[config.mk]
export PLATFORM = sky130hd
export DESIGN_NAME = rectangle_table_area_filter
export DESIGN_NICKNAME = d
export VERILOG_FILES = /design/src/hdl/rtaf_pkg.sv /design/src/hdl/rtaf_ram.sv /design/src/hdl/rtaf_ctrl.sv /design/src/hdl/rtaf_dp.sv /design/src/hdl/rectangle_table_area_filter.sv
export SDC_FILE = /design/constraint.sdc
export NUM_CORES = 2
export LEC_CHECK = 0
export CORE_ASPECT_RATIO = 1.25
export CORE_MARGIN = 3
export CORE_UTILIZATION = 45
export CTS_CLUSTER_DIAMETER = 60
export DETAILED_ROUTE_END_ITERATION = 7
export DONT_BUFFER_PORTS = 1
export SLEW_MARGIN = 20
export SYNTH_ARGS = -nofsm -noshare
export SYNTH_HDL_FRONTEND = slang
export SYNTH_SLANG_ARGS = --single-unit
[constraint.sdc]
create_clock -name clk -period 9.61 [get_ports clk]
set_input_delay 0.961 -clock clk [delete_from_list [all_inputs] [get_ports clk]]
set_output_delay 0.961 -clock clk [all_outputs]
set_load 0.05 [all_outputs]
[src/hdl/rtaf_pkg.sv]
`timescale 1ns / 1ps
// Package for the rectangle table area filter: action and status codes,
// controller states and the command/status structs between controller and datapath.
// No dependencies.
package rtaf_pkg;

    localparam logic [1:0] ACT_ADD      = 2'd0;
    localparam logic [1:0] ACT_BELOW    = 2'd1;
    localparam logic [1:0] ACT_SMALLEST = 2'd2;
    localparam logic [1:0] ACT_LIST     = 2'd3;

    localparam logic [1:0] STATUS_OK    = 2'd0;
    localparam logic [1:0] STATUS_FULL  = 2'd1;
    localparam logic [1:0] STATUS_EMPTY = 2'd2;

    localparam int unsigned WORD_W = 64;

    typedef enum logic [3:0] {
        ST_IDLE,
        ST_ADD,
        ST_RB_READ,
        ST_RB_AREA,
        ST_RB_DECIDE,
        ST_SM_READ,
        ST_SM_AREA,
        ST_SM_CMP,
        ST_SM_MOVE,
        ST_LS_READ,
        ST_LS_AREA,
        ST_LS_EMIT,
        ST_RESULT
    } state_t;

    typedef struct packed {
        logic accept;
        logic mark_empty;
        logic add_write;
        logic area_load;
        logic rb_decide;
        logic sm_compare;
        logic sm_move;
        logic emit_entry;
        logic emit_result;
    } cmd_t;

    typedef struct packed {
        logic scan_done;
        logic count_zero;
        logic last_entry;
        logic out_free;
    } sts_t;

endpackage

[src/hdl/rtaf_ram.sv]
`timescale 1ns / 1ps
// Generic RAM: one write port, two read ports with registered read data.
// No dependencies.
module rtaf_ram #(
    parameter int unsigned WIDTH = 64,
    parameter int unsigned DEPTH = 16,
    parameter int unsigned ADDR_W = (DEPTH > 1) ? $clog2(DEPTH) : 1
) (
    input  logic              clk,
    input  logic              wr_en,
    input  logic [ADDR_W-1:0] wr_addr,
    input  logic [WIDTH-1:0]  wr_data,
    input  logic [ADDR_W-1:0] rd_a_addr,
    output logic [WIDTH-1:0]  rd_a_data,
    input  logic [ADDR_W-1:0] rd_b_addr,
    output logic [WIDTH-1:0]  rd_b_data
);

    logic [WIDTH-1:0] mem [DEPTH];

    always_ff @(posedge clk)
    begin
        if (wr_en)
        begin
            mem[wr_addr] <= wr_data;
        end
        rd_a_data <= mem[rd_a_addr];
        rd_b_data <= mem[rd_b_addr];
    end

endmodule

[src/hdl/rtaf_ctrl.sv]
`timescale 1ns / 1ps
// Controller state machine for the rectangle table area filter.
// Depends on rtaf_pkg; drives datapath commands from datapath status.
module rtaf_ctrl
    import rtaf_pkg::*;
(
    input  logic       clk,
    input  logic       rst_n,
    input  logic       in_valid,
    input  logic [1:0] action,
    input  sts_t       sts,
    output logic       in_ready,
    output cmd_t       cmd
);

    state_t state_reg;
    state_t state_next;

    always_ff @(posedge clk or negedge rst_n)
    begin
        if (!rst_n)
        begin
            state_reg <= ST_IDLE;
        end
        else
        begin
            state_reg <= state_next;
        end
    end

    always_comb
    begin
        state_next = state_reg;
        case (state_reg)
            ST_IDLE:
            begin
                if (in_valid)
                begin
                    case (action)
                        ACT_ADD:      state_next = ST_ADD;
                        ACT_BELOW:    state_next = ST_RB_READ;
                        ACT_SMALLEST: state_next = sts.count_zero ? ST_RESULT : ST_SM_READ;
                        ACT_LIST:     state_next = sts.count_zero ? ST_RESULT : ST_LS_READ;
                        default:      state_next = ST_IDLE;
                    endcase
                end
            end
            ST_ADD:       state_next = ST_RESULT;
            ST_RB_READ:   state_next = sts.scan_done ? ST_RESULT : ST_RB_AREA;
            ST_RB_AREA:   state_next = ST_RB_DECIDE;
            ST_RB_DECIDE: state_next = ST_RB_READ;
            ST_SM_READ:   state_next = sts.scan_done ? ST_SM_MOVE : ST_SM_AREA;
            ST_SM_AREA:   state_next = ST_SM_CMP;
            ST_SM_CMP:    state_next = ST_SM_READ;
            ST_SM_MOVE:   state_next = ST_RESULT;
            ST_LS_READ:   state_next = ST_LS_AREA;
            ST_LS_AREA:   state_next = ST_LS_EMIT;
            ST_LS_EMIT:
            begin
                if (sts.out_free)
                begin
                    state_next = sts.last_entry ? ST_IDLE : ST_LS_READ;
                end
            end
            ST_RESULT:
            begin
                if (sts.out_free)
                begin
                    state_next = ST_IDLE;
                end
            end
            default:      state_next = ST_IDLE;
        endcase
    end

    always_comb
    begin
        cmd      = '0;
        in_ready = 1'b0;
        case (state_reg)
            ST_IDLE:
            begin
                in_ready       = 1'b1;
                cmd.accept     = in_valid;
                cmd.mark_empty = in_valid && sts.count_zero
                                 && (action inside {ACT_SMALLEST, ACT_LIST});
            end
            ST_ADD:       cmd.add_write   = 1'b1;
            ST_RB_AREA:   cmd.area_load   = 1'b1;
            ST_RB_DECIDE: cmd.rb_decide   = 1'b1;
            ST_SM_AREA:   cmd.area_load   = 1'b1;
            ST_SM_CMP:    cmd.sm_compare  = 1'b1;
            ST_SM_MOVE:   cmd.sm_move     = 1'b1;
            ST_LS_AREA:   cmd.area_load   = 1'b1;
            ST_LS_EMIT:   cmd.emit_entry  = sts.out_free;
            ST_RESULT:    cmd.emit_result = sts.out_free;
            default:      cmd = '0;
        endcase
    end

endmodule

[src/hdl/rtaf_dp.sv]
`timescale 1ns / 1ps
// Datapath for the rectangle table area filter: table RAM, count, scan index,
// area multiplier, best-area tracking and the output register. Depends on rtaf_pkg, rtaf_ram.
module rtaf_dp
    import rtaf_pkg::*;
#(
    parameter int unsigned TABLE_DEPTH = 16
) (
    input  logic               clk,
    input  logic               rst_n,
    input  cmd_t               cmd,
    output sts_t               sts,
    input  logic signed [15:0] corner_x,
    input  logic signed [15:0] corner_y,
    input  logic signed [15:0] height,
    input  logic signed [15:0] breadth,
    input  logic signed [31:0] area_limit,
    input  logic               out_ready,
    output logic               out_valid,
    output logic [1:0]         status,
    output logic [4:0]         entry_count,
    output logic signed [15:0] left_x,
    output logic signed [15:0] bottom_y,
    output logic signed [16:0] right_x,
    output logic signed [16:0] top_y,
    output logic signed [31:0] entry_area,
    output logic               last
);

    localparam int unsigned CNT_W = $clog2(TABLE_DEPTH + 1);
    localparam int unsigned IDX_W = (TABLE_DEPTH > 1) ? $clog2(TABLE_DEPTH) : 1;

    logic [CNT_W-1:0]   count_reg, count_next;
    logic [CNT_W-1:0]   idx_reg, idx_next;
    logic [1:0]         status_reg, status_next;
    logic               out_valid_reg, out_valid_next;

    logic [IDX_W-1:0]   best_idx_reg, best_idx_next;
    logic signed [31:0] best_area_reg, best_area_next;
    logic signed [31:0] area_reg, area_next;
    logic signed [31:0] lim_reg, lim_next;
    logic [WORD_W-1:0]  new_word_reg, new_word_next;

    logic [1:0]         out_status_reg, out_status_next;
    logic [4:0]         out_count_reg, out_count_next;
    logic signed [15:0] out_left_reg, out_left_next;
    logic signed [15:0] out_bottom_reg, out_bottom_next;
    logic signed [16:0] out_right_reg, out_right_next;
    logic signed [16:0] out_top_reg, out_top_next;
    logic signed [31:0] out_area_reg, out_area_next;
    logic               out_last_reg, out_last_next;

    logic               wr_en;
    logic [IDX_W-1:0]   wr_addr;
    logic [WORD_W-1:0]  wr_data;
    logic [WORD_W-1:0]  rd_a_data;
    logic [WORD_W-1:0]  rd_b_data;
    logic [CNT_W-1:0]   count_m1;

    logic signed [15:0] ent_x, ent_y, ent_h, ent_b;
    logic signed [31:0] product;
    logic               full;

    assign count_m1 = count_reg - CNT_W'(1);
    assign full     = (count_reg == CNT_W'(TABLE_DEPTH));

    rtaf_ram #(
        .WIDTH (WORD_W),
        .DEPTH (TABLE_DEPTH),
        .ADDR_W(IDX_W)
    ) u_ram (
        .clk      (clk),
        .wr_en    (wr_en),
        .wr_addr  (wr_addr),
        .wr_data  (wr_data),
        .rd_a_addr(idx_reg[IDX_W-1:0]),
        .rd_a_data(rd_a_data),
        .rd_b_addr(count_m1[IDX_W-1:0]),
        .rd_b_data(rd_b_data)
    );

    assign ent_x   = rd_a_data[15:0];
    assign ent_y   = rd_a_data[31:16];
    assign ent_h   = rd_a_data[47:32];
    assign ent_b   = rd_a_data[63:48];
    assign product = 32'(ent_h) * 32'(ent_b);

    always_comb
    begin
        sts.scan_done  = (idx_reg >= count_reg);
        sts.count_zero = (count_reg == '0);
        sts.last_entry = ((idx_reg + CNT_W'(1)) == count_reg);
        sts.out_free   = !out_valid_reg || out_ready;
    end

    always_comb
    begin
        count_next      = count_reg;
        idx_next        = idx_reg;
        status_next     = status_reg;
        best_idx_next   = best_idx_reg;
        best_area_next  = best_area_reg;
        area_next       = area_reg;
        lim_next        = lim_reg;
        new_word_next   = new_word_reg;
        out_status_next = out_status_reg;
        out_count_next  = out_count_reg;
        out_left_next   = out_left_reg;
        out_bottom_next = out_bottom_reg;
        out_right_next  = out_right_reg;
        out_top_next    = out_top_reg;
        out_area_next   = out_area_reg;
        out_last_next   = out_last_reg;
        wr_en           = 1'b0;
        wr_addr         = idx_reg[IDX_W-1:0];
        wr_data         = rd_b_data;

        if (cmd.accept)
        begin
            new_word_next = {breadth, height, corner_y, corner_x};
            lim_next      = area_limit;
            idx_next      = '0;
            status_next   = cmd.mark_empty ? STATUS_EMPTY : STATUS_OK;
        end

        if (cmd.add_write)
        begin
            if (full)
            begin
                status_next = STATUS_FULL;
            end
            else
            begin
                wr_en      = 1'b1;
                wr_addr    = count_reg[IDX_W-1:0];
                wr_data    = new_word_reg;
                count_next = count_reg + CNT_W'(1);
            end
        end

        if (cmd.area_load)
        begin
            area_next = product;
        end

        if (cmd.rb_decide)
        begin
            if (area_reg < lim_reg)
            begin
                wr_en      = 1'b1;
                count_next = count_m1;
            end
            else
            begin
                idx_next = idx_reg + CNT_W'(1);
            end
        end

        if (cmd.sm_compare)
        begin
            if (idx_reg == '0 || area_reg < best_area_reg)
            begin
                best_area_next = area_reg;
                best_idx_next  = idx_reg[IDX_W-1:0];
            end
            idx_next = idx_reg + CNT_W'(1);
        end

        if (cmd.sm_move)
        begin
            wr_en      = 1'b1;
            wr_addr    = best_idx_reg;
            count_next = count_m1;
        end

        if (cmd.emit_entry)
        begin
            out_status_next = STATUS_OK;
            out_count_next  = 5'(count_reg);
            out_left_next   = ent_x;
            out_bottom_next = ent_y;
            out_right_next  = 17'(ent_x) + 17'(ent_b);
            out_top_next    = 17'(ent_y) + 17'(ent_h);
            out_area_next   = area_reg;
            out_last_next   = sts.last_entry;
            idx_next        = idx_reg + CNT_W'(1);
        end

        if (cmd.emit_result)
        begin
            out_status_next = status_reg;
            out_count_next  = 5'(count_reg);
            out_left_next   = '0;
            out_bottom_next = '0;
            out_right_next  = '0;
            out_top_next    = '0;
            out_area_next   = '0;
            out_last_next   = 1'b1;
        end

        if (cmd.emit_entry || cmd.emit_result)
        begin
            out_valid_next = 1'b1;
        end
        else
        begin
            out_valid_next = out_valid_reg && !out_ready;
        end
    end

    always_ff @(posedge clk or negedge rst_n)
    begin
        if (!rst_n)
        begin
            count_reg     <= '0;
            idx_reg       <= '0;
            status_reg    <= STATUS_OK;
            out_valid_reg <= 1'b0;
        end
        else
        begin
            count_reg     <= count_next;
            idx_reg       <= idx_next;
            status_reg    <= status_next;
            out_valid_reg <= out_valid_next;
        end
    end

    always_ff @(posedge clk)
    begin
        best_idx_reg   <= best_idx_next;
        best_area_reg  <= best_area_next;
        area_reg       <= area_next;
        lim_reg        <= lim_next;
        new_word_reg   <= new_word_next;
        out_status_reg <= out_status_next;
        out_count_reg  <= out_count_next;
        out_left_reg   <= out_left_next;
        out_bottom_reg <= out_bottom_next;
        out_right_reg  <= out_right_next;
        out_top_reg    <= out_top_next;
        out_area_reg   <= out_area_next;
        out_last_reg   <= out_last_next;
    end

    assign out_valid   = out_valid_reg;
    assign status      = out_status_reg;
    assign entry_count = out_count_reg;
    assign left_x      = out_left_reg;
    assign bottom_y    = out_bottom_reg;
    assign right_x     = out_right_reg;
    assign top_y       = out_top_reg;
    assign entry_area  = out_area_reg;
    assign last        = out_last_reg;

    a_count_bound: assert property (@(posedge clk) disable iff (!rst_n)
        count_reg <= CNT_W'(TABLE_DEPTH))
        else $error("entry count above table depth");

    a_emit_free: assert property (@(posedge clk) disable iff (!rst_n)
        (cmd.emit_entry || cmd.emit_result) |-> sts.out_free)
        else $error("output register overwritten while held");

    a_move_dec: assert property (@(posedge clk) disable iff (!rst_n)
        cmd.sm_move |=> count_reg == $past(count_reg) - CNT_W'(1))
        else $error("remove-smallest did not drop one entry");

    a_full_add: assert property (@(posedge clk) disable iff (!rst_n)
        (cmd.add_write && full) |=> count_reg == $past(count_reg))
        else $error("add on full table changed count");

endmodule

[src/hdl/rectangle_table_area_filter.sv]
`timescale 1ns / 1ps
// Rectangle table area filter, top level. Add: writes the entry, then registers the result.
// Remove-below: reads, multiplies, removes or keeps each entry; remove-smallest: reads,
// multiplies and compares each entry in the single table RAM, then drops the smallest.
// List: reads, multiplies and emits each entry. Each result waits while the output is
// held; the next transaction is taken the cycle after the last result is registered.
// Reset (async, active low) empties the table; RAM contents are not cleared.
module rectangle_table_area_filter
    import rtaf_pkg::*;
#(
    parameter int unsigned TABLE_DEPTH = 16
) (
    input  logic               clk,
    input  logic               rst_n,
    input  logic               in_valid,
    output logic               in_ready,
    input  logic [1:0]         action,
    input  logic signed [15:0] corner_x,
    input  logic signed [15:0] corner_y,
    input  logic signed [15:0] height,
    input  logic signed [15:0] breadth,
    input  logic signed [31:0] area_limit,
    output logic               out_valid,
    input  logic               out_ready,
    output logic [1:0]         status,
    output logic [4:0]         entry_count,
    output logic signed [15:0] left_x,
    output logic signed [15:0] bottom_y,
    output logic signed [16:0] right_x,
    output logic signed [16:0] top_y,
    output logic signed [31:0] entry_area,
    output logic               last
);

    cmd_t cmd;
    sts_t sts;

    rtaf_ctrl u_ctrl (
        .clk     (clk),
        .rst_n   (rst_n),
        .in_valid(in_valid),
        .action  (action),
        .sts     (sts),
        .in_ready(in_ready),
        .cmd     (cmd)
    );

    rtaf_dp #(
        .TABLE_DEPTH(TABLE_DEPTH)
    ) u_dp (
        .clk        (clk),
        .rst_n      (rst_n),
        .cmd        (cmd),
        .sts        (sts),
        .corner_x   (corner_x),
        .corner_y   (corner_y),
        .height     (height),
        .breadth    (breadth),
        .area_limit (area_limit),
        .out_ready  (out_ready),
        .out_valid  (out_valid),
        .status     (status),
        .entry_count(entry_count),
        .left_x     (left_x),
        .bottom_y   (bottom_y),
        .right_x    (right_x),
        .top_y      (top_y),
        .entry_area (entry_area),
        .last       (last)
    );

endmodule

==> metrics.yaml <==
rr_worst_depth: 20
endpoint_kind: "flop"
die_x_um: 362
ff2ff_setup_slack_ps: 2810
status: "complete, no violations"
tns_ps: 0
core_sq_mm: 0.157
drc: 0
finalSetupViolations: 0
final_cells: 6446
holdWs_ps: 233
fin_skew_ps: 44.2
grt_max_degree: 119
avgSynthCellArea_sq_um: 16.8
synth_seq_area_share_pct: 57.2
synth-compound-area-share_pct: 3.33
tightest_slew_ps: 1100
cts_buffer_depth: 3
cp_slowest_cell: "dfxtp_1"
start_util_pct: 45.5
synth_cells: 4261
htree_levels: 4
grt_pass1_vias: 41100
synth_xor_area_share_pct: 0.895
clock-sinks: 1439
synthTopCellsByArea: "edfxtp_1, mux4_2, fa_1"
ys.warnings.count: 0
finalHoldViolCount: 0
grt-ovfl-total: 0
crit_arrival_ps: 7360
r2r-end: "u_dp.area_reg[30]"
route.vias.total: 39300
clkTransAtPathRegs_ps: 60
cp_data_required_time_ps: 10170
synth_edf_count: 1195
synthAdderAreaFrac_pct: 10.6
hp-class: "in2reg"
initialDrtViolationCount: 4028
wl_um: 189000
num_rows: 162
maxCapViolCount: 0
r2r-start: "u_dp.u_ram.rd_a_data[42]"
worstPathMaxFanout: 17
worstPathCellList: "nand2_1 -> fa_1 -> fa_1 -> fa_1 -> inv_1 -> fa_1 -> fa_1 -> inv_1 -> fa_1 -> inv_1 -> ha_1 -> nand4_1 -> nor3_1 -> and4b_1 -> o21ai_1 -> o311ai_1 -> o311ai_1 -> nand2b_1 -> a31oi_1 -> xnor2_1"
clkLatencyLatePin_ps: 820
cp-start-kind: "flop"
grt_use_total_pct: 23.3
cts_resized: 0
postRouteAntennaNets: 0
relSlewSlack_pct: 26.7
crit_end: "u_dp.area_reg[30]"
yosys.area_share.simple_pct: 4.58
drive_above_1_share_pct: 22.2
die_y_um: 452
path_buf_inv: 3
synthToLayoutAreaGrowth_pct: 10.7
max_stage_delay_ps: 840
critical_path_class: "reg2reg"
layout_commonest_cell: "edfxtp_1"
worstSetupStartpoint: "u_dp.u_ram.rd_a_data[42]"
dpl.cell_count: 6154
top_register: "u_dp.u_ram.mem"
synth_top_area_share_pct: 50.2
ioPinCount: 210
synthFlopType: "edfxtp_1"
rsz0062_at_grt: "no"
largest_reg_flops: 1024
synth-seq-cells: 1439
fmaxAchievable_mhz: 147
final_cell_mix: "edfxtp_1, mux4_2, inv_1"
post_drt_wl_per_cell_um: 29.4
ys_types: 67
grt_pass1_wl_um: 280000
synthesis.nets: 4812
dieArea_sq_mm: 0.164
crit_top_cell: "fa_1"
finalMaxSlewViolations: 0
synth_top_family_by_area: "multiplexers"
drt_pre_antenna_iters: 6
cts_inserted_buffers: 154
post_cts_buffers: 0
dp_hpwl_um: 115000
synth_largest_area_cell: "edfxtp_1"
crit_cells: 20
nFillCells: 12900
path_delay_family: "adder cells"
synthMuxAreaShare_pct: 20.2
port_buffers: 0
timing.final.crit_share_pct: 70.7
avgViaCountPerCell: 6.10
synth.cell_area_sq_mm: 0.0715
cts_tree: "built"
layout.nets: 4812
fin_crit_ps: 6800
gp_congestion: 0.854
antenna_found_initial: 6
clockRootBuffer: "clkbuf_16"
async_flop_share_pct: 1.18
-- cell type report --
class | count | area (sq um) | area share [%]
diodes | 5 | 12.5 | 0.0158
clock buffers | 225 | 4340 | 5.49
clock inverters | 61 | 777 | 0.982
inverters | 390 | 1470 | 1.86
multi-input cells | 2210 | 28500 | 36.0
flip-flops and latches | 1439 | 40900 | 51.7
well taps | 2050 | 2560 | 3.24
repair buffers | 66 | 586 | 0.740
-- synthesized netlist by cell type (all sizes together) (47+ instances only) --
master,instances
edfxtp,1195
mux4,640
inv,390
nand2,378
fa,264
dfxtp,227
ha,185
clkbuf,160
and2,128
nor2,69
o21ai,66
a22o,64
buf,62
a21oi,59
a21o,52
xnor2,47
-- how the worst min path moves through the flow --
stage                  startpoint  slack, ps                     to  cells past startpoint
6_report             corner_y[10]        230  u_dp.new_word_reg[26]                      0
5_1_grt            area_limit[25]        190       u_dp.lim_reg[25]                      0
4_1_cts            area_limit[25]        160       u_dp.lim_reg[25]                      0
3_5_place_dp   u_dp.status_reg[0]        470     u_dp.status_reg[0]                      1
3_3_place_gp   u_dp.status_reg[0]        470     u_dp.status_reg[0]                      1
2_1_floorplan   u_dp.count_reg[2]        420    u_dp.entry_count[2]                      0
-- kinds of logic after synthesis --
kind of cell / Yosys count
AO/OA/AOI/OAI: 341
AND/OR/NAND/NOR: 707
adder cells (fa/ha/maj): 449
XOR/XNOR: 73
flip-flops: 1439
multiplexers: 640
buffers and inverters: 612
-- routing by layer --
layer  global-route usage [%]  vias to the layer above  part of all wire [%]
li1                         -                    16400                     -
met1                     31.8                    20900                    41
met2                     38.4                     1772                    49
met3                     4.70                      273                   7.5
met4                     6.62                        6                   2.6
met5                        0                        -                 0.023
-- worst reg2reg max path: cells and delay by family (launching register included) --
family / cells / cell delay [ps]
DFF: 1 / 840
xor gates and xnor gates: 1 / 130
AOI/OAI and AO/OA: 4 / 970
adders and majority gates: 7 / 3380
and+or+nand+nor: 5 / 1070
buffers and inverters: 3 / 140
-- per-stage QoR --
step	utilization, %	setup WS (ps)	instance area [sq um]
CTS	50.4	2830	79100
finish	50.4	2810	79100
floorplan	-	2260	71500
global route	50.4	2430	79100
global placement	47.1	2910	74000
detailed placement	47.1	2840	74000
-- what timing repair did --
item	CTS	global route
hold buffers	1	0
hold endpoints to repair	17	0
endpoints found under the setup margin	0	0
Power is not shown: default switching activity piles up to over one toggle a cycle in this logic, so the estimate is an artifact.
